`src/sv/fcd_pkg.sv`:
```
// Package for the frequency BCD codec: payload structs, pipeline record,
// sizing constants and constant-weight helpers. No dependencies.
`default_nettype none

package fcd_pkg;

    localparam int HZ_W       = 40;
    localparam int BCD_W      = 40;
    localparam int HZ_OUT_W   = 38;
    localparam int CONST_W    = 44;   // holds 9 * 10^12
    localparam int BCD_BYTES  = 5;
    // Digits kept in the field, capped by the port width.
    localparam int NUM_DIGITS = (2 * BCD_BYTES < BCD_W / 4) ? 2 * BCD_BYTES : BCD_W / 4;
    // A 40-bit hertz value has decimal positions 0..12; stages strip 12 down to 1.
    localparam int NUM_STAGES = 12;

    typedef struct packed {
        logic              operation;
        logic [HZ_W-1:0]   freq_hz;
        logic [BCD_W-1:0]  bcd_in;
    } fcd_in_t;

    typedef struct packed {
        logic [BCD_W-1:0]    bcd_out;
        logic [HZ_OUT_W-1:0] hz_out;
    } fcd_out_t;

    typedef enum logic {
        OP_ENCODE = 1'b0,
        OP_DECODE = 1'b1
    } fcd_op_t;

    // Record carried down the pipeline.
    typedef struct packed {
        fcd_op_t             op;
        logic [HZ_W-1:0]     rem;   // hertz remainder below the current position
        logic [BCD_W-1:0]    src;   // packed BCD being decoded
        logic [BCD_W-1:0]    bcd;   // encoded digits so far
        logic [HZ_OUT_W-1:0] acc;   // decoded hertz so far
    } fcd_pipe_t;

    function automatic logic [63:0] pow10(input int unsigned n);
        logic [63:0] r;
        r = 64'd1;
        for (int unsigned k = 0; k < n; k++) begin
            r = r * 64'd10;
        end
        return r;
    endfunction

    // d * 10^p at the compare width.
    function automatic logic [CONST_W-1:0] digit_step(input int unsigned p,
                                                      input int unsigned d);
        logic [63:0] r;
        r = pow10(p) * 64'(d);
        return r[CONST_W-1:0];
    endfunction

    // 10^(i+1) modulo 2^HZ_OUT_W: nibble weight with the final *10 folded in.
    function automatic logic [HZ_OUT_W-1:0] dec_weight(input int unsigned i);
        logic [63:0] r;
        r = pow10(i + 1);
        return r[HZ_OUT_W-1:0];
    endfunction

endpackage

`default_nettype wire

```
`src/sv/frequency_bcd_codec.sv`:
```
// One result per input; throughput is one transfer per cycle unless m_ready
//   stalls the output; each of the 12 stages holds one item and moves on
//   whenever the stage after it is empty or draining.
// Reset: aresetn synchronous, active low; clears every stage valid bit, so the
//   pipeline comes up empty. Payload registers are not reset.
// Depends on fcd_pkg and fcd_stage.
`default_nettype none

module frequency_bcd_codec (
    input  wire logic            aclk,
    input  wire logic            aresetn,
    input  wire logic            s_valid,
    output logic                 s_ready,
    input  wire fcd_pkg::fcd_in_t s_data,
    output logic                 m_valid,
    input  wire logic            m_ready,
    output fcd_pkg::fcd_out_t    m_data
);

    // Stage k handles hertz digit position 12-k for encode (positions above
    // the field are stripped but not stored, the units digit is left in the
    // remainder; position p lands in nibble p-1, which is the divide by ten)
    // and BCD nibble k for decode (weighted by 10^(k+1) so the final *10 is
    // already folded in, everything modulo 2^38 to match the output truncation).
    // Nibbles above nine are weighted as read.

    localparam int N = fcd_pkg::NUM_STAGES;

    logic               valid_chain [N+1];
    logic               ready_chain [N+1];
    fcd_pkg::fcd_pipe_t data_chain  [N+1];

    // Entry record: encode works on the remainder, decode on the source.
    assign data_chain[0] = '{op:  fcd_pkg::fcd_op_t'(s_data.operation),
                             rem: s_data.freq_hz,
                             src: s_data.bcd_in,
                             bcd: '0,
                             acc: '0};

    assign valid_chain[0] = s_valid;
    assign s_ready        = ready_chain[0];

    for (genvar k = 0; k < N; k++) begin : g_stage
        fcd_stage #(
            .STAGE(k)
        ) u_stage (
            .aclk      (aclk),
            .aresetn   (aresetn),
            .in_valid  (valid_chain[k]),
            .in_ready  (ready_chain[k]),
            .in_data   (data_chain[k]),
            .out_valid (valid_chain[k+1]),
            .out_ready (ready_chain[k+1]),
            .out_data  (data_chain[k+1])
        );
    end

    // The last stage register is the output register; a waiting result only
    // holds the stages behind it that are full.
    assign ready_chain[N]  = m_ready;
    assign m_valid         = valid_chain[N];
    assign m_data.bcd_out  = data_chain[N].bcd;
    assign m_data.hz_out   = data_chain[N].acc;

endmodule

`default_nettype wire

```
`src/sv/fcd_stage.sv`:
```
// One pipeline stage of the frequency BCD codec: strips one decimal digit
// (encode) and adds one weighted nibble (decode, stages below NUM_DIGITS only). Depends on fcd_pkg.
`default_nettype none

module fcd_stage #(
    parameter int STAGE = 0
) (
    input  wire logic              aclk,
    input  wire logic              aresetn,
    input  wire logic              in_valid,
    output logic                   in_ready,
    input  wire fcd_pkg::fcd_pipe_t in_data,
    output logic                   out_valid,
    input  wire logic              out_ready,
    output fcd_pkg::fcd_pipe_t     out_data
);

    localparam int POS      = fcd_pkg::NUM_STAGES - STAGE;
    localparam bit ENC_USED = (POS - 1) < fcd_pkg::NUM_DIGITS;
    localparam int ENC_NIB  = ENC_USED ? POS - 1 : 0;
    localparam bit DEC_USED = STAGE < fcd_pkg::NUM_DIGITS;
    localparam int DEC_NIB  = DEC_USED ? STAGE : 0;
    localparam logic [fcd_pkg::HZ_OUT_W-1:0] WEIGHT = fcd_pkg::dec_weight(DEC_NIB);

    logic                           valid_reg;
    logic                           valid_next;
    fcd_pkg::fcd_pipe_t             data_reg;
    fcd_pkg::fcd_pipe_t             data_next;
    logic [3:0]                     digit;
    logic [fcd_pkg::CONST_W-1:0]    rem_ext;
    logic [fcd_pkg::CONST_W-1:0]    sub;
    logic [fcd_pkg::CONST_W-1:0]    diff;

    assign in_ready  = !valid_reg || out_ready;
    assign out_valid = valid_reg;
    assign out_data  = data_reg;

    // Digit by parallel compare against d*10^POS, then one subtract.
    always_comb begin
        rem_ext   = {{(fcd_pkg::CONST_W - fcd_pkg::HZ_W){1'b0}}, in_data.rem};
        digit     = '0;
        sub       = '0;
        for (int d = 1; d < 10; d++) begin
            if (rem_ext >= fcd_pkg::digit_step(POS, d)) begin
                digit = 4'(d);
                sub   = fcd_pkg::digit_step(POS, d);
            end
        end
        diff      = rem_ext - sub;
        data_next = in_data;
        data_next.rem = diff[fcd_pkg::HZ_W-1:0];
        if (ENC_USED && in_data.op == fcd_pkg::OP_ENCODE) begin
            data_next.bcd[ENC_NIB*4 +: 4] = digit;
        end
        if (DEC_USED && in_data.op == fcd_pkg::OP_DECODE) begin
            data_next.acc = in_data.acc
                          + fcd_pkg::HZ_OUT_W'(in_data.src[DEC_NIB*4 +: 4] * WEIGHT);
        end
    end

    assign valid_next = in_ready ? in_valid : valid_reg;

    always_ff @(posedge aclk) begin
        if (!aresetn) begin
            valid_reg <= 1'b0;
        end else begin
            valid_reg <= valid_next;
        end
    end

    always_ff @(posedge aclk) begin
        if (in_valid && in_ready) begin
            data_reg <= data_next;
        end
    end

endmodule

`default_nettype wire

```
`config.mk`:
```
export PLATFORM = sky130hd
export DESIGN_NAME = frequency_bcd_codec
export DESIGN_NICKNAME = d
export VERILOG_FILES = /design/src/sv/fcd_pkg.sv /design/src/sv/frequency_bcd_codec.sv /design/src/sv/fcd_stage.sv
export SDC_FILE = /design/constraint.sdc
export NUM_CORES = 2
export LEC_CHECK = 0
export ABC_CLOCK_PERIOD_IN_PS = 10470
export BUFFER_PORTS_ARGS = -buffer_cell sky130_fd_sc_hd__buf_2
export CORE_ASPECT_RATIO = 0.8
export CORE_MARGIN = 1
export CORE_UTILIZATION = 40
export DETAILED_ROUTE_END_ITERATION = 6
export GPL_ROUTABILITY_DRIVEN = 0
export PLACE_DENSITY = 0.66
export SLEW_MARGIN = 5
export SYNTH_ARGS = -nofsm -noshare
export SYNTH_HDL_FRONTEND = slang
export SYNTH_SLANG_ARGS = --single-unit
export TNS_END_PERCENT = 1
```
`constraint.sdc`:
```
create_clock -name aclk -period 10.47 [get_ports aclk]
set_clock_uncertainty 0.1 [all_clocks]
set_input_delay 0.5235 -clock aclk [delete_from_list [all_inputs] [get_ports aclk]]
set_output_delay 0.5235 -clock aclk [all_outputs]
set_load 0.005 [all_outputs]
```
==> run_results.csv <==
group,metric,value,unit
outcome,status,"finished, violations left",
outcome,violations,"DRC",
global_route,grt_pass1_wl,234000,um
cts,clk_latency,0.76,ns
logic_synthesis,synth_area,0.0683,mm^2
cts,root_buffer,"clkbuf_16",
cts,cts.path.max_buffers,3,
global_route,antenna_found_initial,2,
pwr,power_density,143,mW/mm^2
logic_synthesis,synthSimpleGateAreaFrac,12.3,%
worst_setup_path,endpoint,"g_stage[4].u_stage.out_data[152]",
cts,cts_buffers,118,
timing,slew_violations,0,
worst_setup_path,rrSetupSlack,3.94,ns
cts,clkTransAtPathRegs,0.06,ns
logic_synthesis,synthDistinctLibCells,91,
worst_setup_path,rr_startpoint,"g_stage[3].u_stage.out_data[148]",
job,drv_cap,0,
layout,final_common_cell,"edfxtp_1",
timing,period_needed,6.53,ns
global_route,track_usage,16.5,%
global_route,grt_max_degree,79,
logic_synthesis,synth_fp_nets,6669,
placement,portBuffers,163,
floorplan,die-area,0.172,mm^2
routing,dr.pass1.iters,7,
logic_synthesis,ys_warn_count,0,
worst_setup_path,worst_ep_arrival_time,6.95,ns
logic_synthesis,synth-xor-area-share,6.63,%
min_path,hold_start,"s_data[53]",
worst_setup_path,end_kind,"register",
worst_setup_path,timing.rr.end,"g_stage[4].u_stage.out_data[152]",
logic_synthesis,synth_seq_cells,1158,
timing,min_period_over_period,62.4,%
cts,postCtsSetupRepairBufs,0,
timing,hold_violations,0,
cts,h-tree-depth,3,
logic_synthesis,yosysSeqAreaShare,50.7,%
logic_synthesis,synthFlopType,"edfxtp_1",
logic_synthesis,synth_compound_gate_area_share,13.5,%
routing,via_per_inst,5.46,
floorplan,fp-row-count,135,
worst_setup_path,r2r.worst_path.cells,21,
pwr,leakage,28.2,nW
logic_synthesis,muxShareOfSynthArea,2.02,%
worst_setup_path,path_max_fanout,5,
placement,hpwl,109000,um
cts,cts_resized,0,
worst_setup_path,required,10.88,ns
pwr,power.total,0.0108,W
logic_synthesis,syn-instance-count,6008,
routing,drc,17,
logic_synthesis,synth_fa_ha_area_share,11.2,%
floorplan,ios,165,
routing,wire_per_inst,17.1,um
routing,drt_wl_total,146000,um
logic_synthesis,synth.avg_cell_area,11.4,um^2
floorplan,die_h,372,um
layout,drive_gt1_share,9.43,%
layout,final_cell_mix,"1,146 x edfxtp_1, 515 x ha_1, 416 x nor2_1",
logic_synthesis,synth-edff-count,1146,
layout,antennaDiodeCount,0,
floorplan,initial_core_util,40.3,%
timing,setup_viol,0,
pwr,ir_drop,135,uV
cts,cts_tree,"built",
worst_setup_path,start_kind,"register",
layout,nets,6809,
timing,worst_slew_pin_slew,1.10,ns
layout,nFillCells,15251,
routing,ant_nets,0,
floorplan,core-area,0.169,mm^2
worst_setup_path,critical_path.startpoint,"g_stage[3].u_stage.out_data[148]",
global_route,grt_pass1_vias,44651,
worst_setup_path,critPathKind,"register to register",
timing,fmax,0.153,GHz
routing,drt_iter0_markers,3807,
timing,rsz0062_at_grt,"no",
timing,setup-tns-final,0,ns
logic_synthesis,synth_async_sr_flop_share,0,%
floorplan,die_w,464,um
routing,via_count,46432,
layout,syn2layout_area_growth,10.9,%
logic_synthesis,synth_top_family_by_area,"compound AO/OA/AOI/OAI gates",
global_route,grt_remaining_overflow,0,
timing,maxSlewHeadroom,26.6,%
cts,cts_sinks,1158,
cts,postCtsHoldBufs,71,
min_path,hp-class,"primary input to register",
metrics by stage:
stage          cell area (um^2)  hold slack [ns]  std cells  worst slack (ns)  util, %
6_report                  75800            0.134       8509              3.94     44.7
2_1_floorplan             68300            0.300       6008              1.16        -
4_1_cts                   75800           0.0571       8509              3.98     44.7
3_5_place_dp              71100            0.305       8217              4.02     41.9
3_3_place_gp              71100            0.301       8217              4.11     41.9
5_1_grt                   75800           0.0909       8509              3.41     44.7
cells in the mapped netlist, types with 48 or more instances:
| library cell | number | area share, % |
|---|---|---|
| nand3_1 | 108 | 0.79 |
| o21a_1 | 71 | 0.78 |
| clkbuf_1 | 158 | 0.87 |
| buf_4 | 78 | 0.86 |
| a21boi_0 | 53 | 0.58 |
| xor2_1 | 211 | 2.7 |
| nor3_1 | 155 | 1.1 |
| a21o_1 | 184 | 2.0 |
| nand2b_1 | 87 | 0.80 |
| ha_1 | 515 | 9.4 |
| xnor2_1 | 306 | 3.9 |
| or3_1 | 56 | 0.51 |
| nor4_1 | 102 | 0.93 |
| nand2_1 | 327 | 1.8 |
| inv_1 | 315 | 1.7 |
| edfxtp_1 | 1146 | 50 |
| o21bai_1 | 48 | 0.53 |
| a31oi_1 | 63 | 0.58 |
| fa_1 | 61 | 1.8 |
| mux2_2 | 113 | 1.9 |
| nand4_1 | 61 | 0.56 |
| a21oi_1 | 397 | 2.9 |
| o21ai_0 | 265 | 1.9 |
| nor2b_1 | 88 | 0.81 |
| nor2_1 | 416 | 2.3 |
power breakdown:
| group | total (W) | switching, W | internal [W] |
|---|---|---|---|
| logic | 0.00111 | 0.000616 | 0.000490 |
| registers | 0.00539 | 0.000180 | 0.00521 |
| clock network | 0.00431 | 0.00185 | 0.00246 |
layer usage:
layer  GRT usage (%)  vias up  wire, um
met2            26.4     1442     64800
met5               0        -        25
met1            23.1    22022     69000
met4            4.72        4      3650
li1                -    22719         -
met3            2.64      245      8350
cell type report:
class                   instances  area, um^2  area share, %
inverters                     318        1190           1.58
flip-flops and latches       1158       34700           45.7
clock inverters                88        1010           1.34
well taps                    2260        2830           3.73
repair buffers                263        1740           2.30
multi-input cells            4289       31300           41.4
clock buffers                 133        3010           3.97
worst min-delay path by stage:
stage	cells after the start	end
2_1_floorplan	0	g_stage[10].u_stage.out_data[10]
3_3_place_gp	0	g_stage[2].u_stage.out_data[94]
3_5_place_dp	0	g_stage[10].u_stage.out_data[12]
4_1_cts	3	g_stage[0].u_stage.out_data[3]
5_1_grt	3	g_stage[0].u_stage.out_data[3]
6_report	3	g_stage[0].u_stage.out_data[133]
registers in the layout (all words and copies together) (netlist names):
signal	flops
g_stage.u_stage.out_valid	12
g_stage.u_stage.out_data	1146
logic make-up after synthesis:
group	after synthesis
xor gates and xnor gates	517
buffers and inverters	561
AOI/OAI and AO/OA	1418
DFF	1158
muxes	124
other	1
adders and majority gates	577
and+or+nand+nor	1652
critical path, cell delays in order (launching register included):
cell and delay, ns:
edfxtp_1 0.47, or3_1 0.38, nor4_1 0.31, nand2b_1 0.17, nor4_1 0.56, nand2b_1 0.25, a211o_1 0.37, nand2b_1 0.18
a221oi_1 0.35, o22a_1 0.23, ha_1 0.20, fa_1 0.24, nor2b_1 0.06, o21ai_0 0.26, a21boi_0 0.23, o31ai_1 0.39
a21oi_1 0.18, a31oi_1 0.30, a21oi_1 0.14, o41ai_1 0.62, nand2_1 0.15, xnor2_1 0.16
Power figures use the tool's default switching activity.
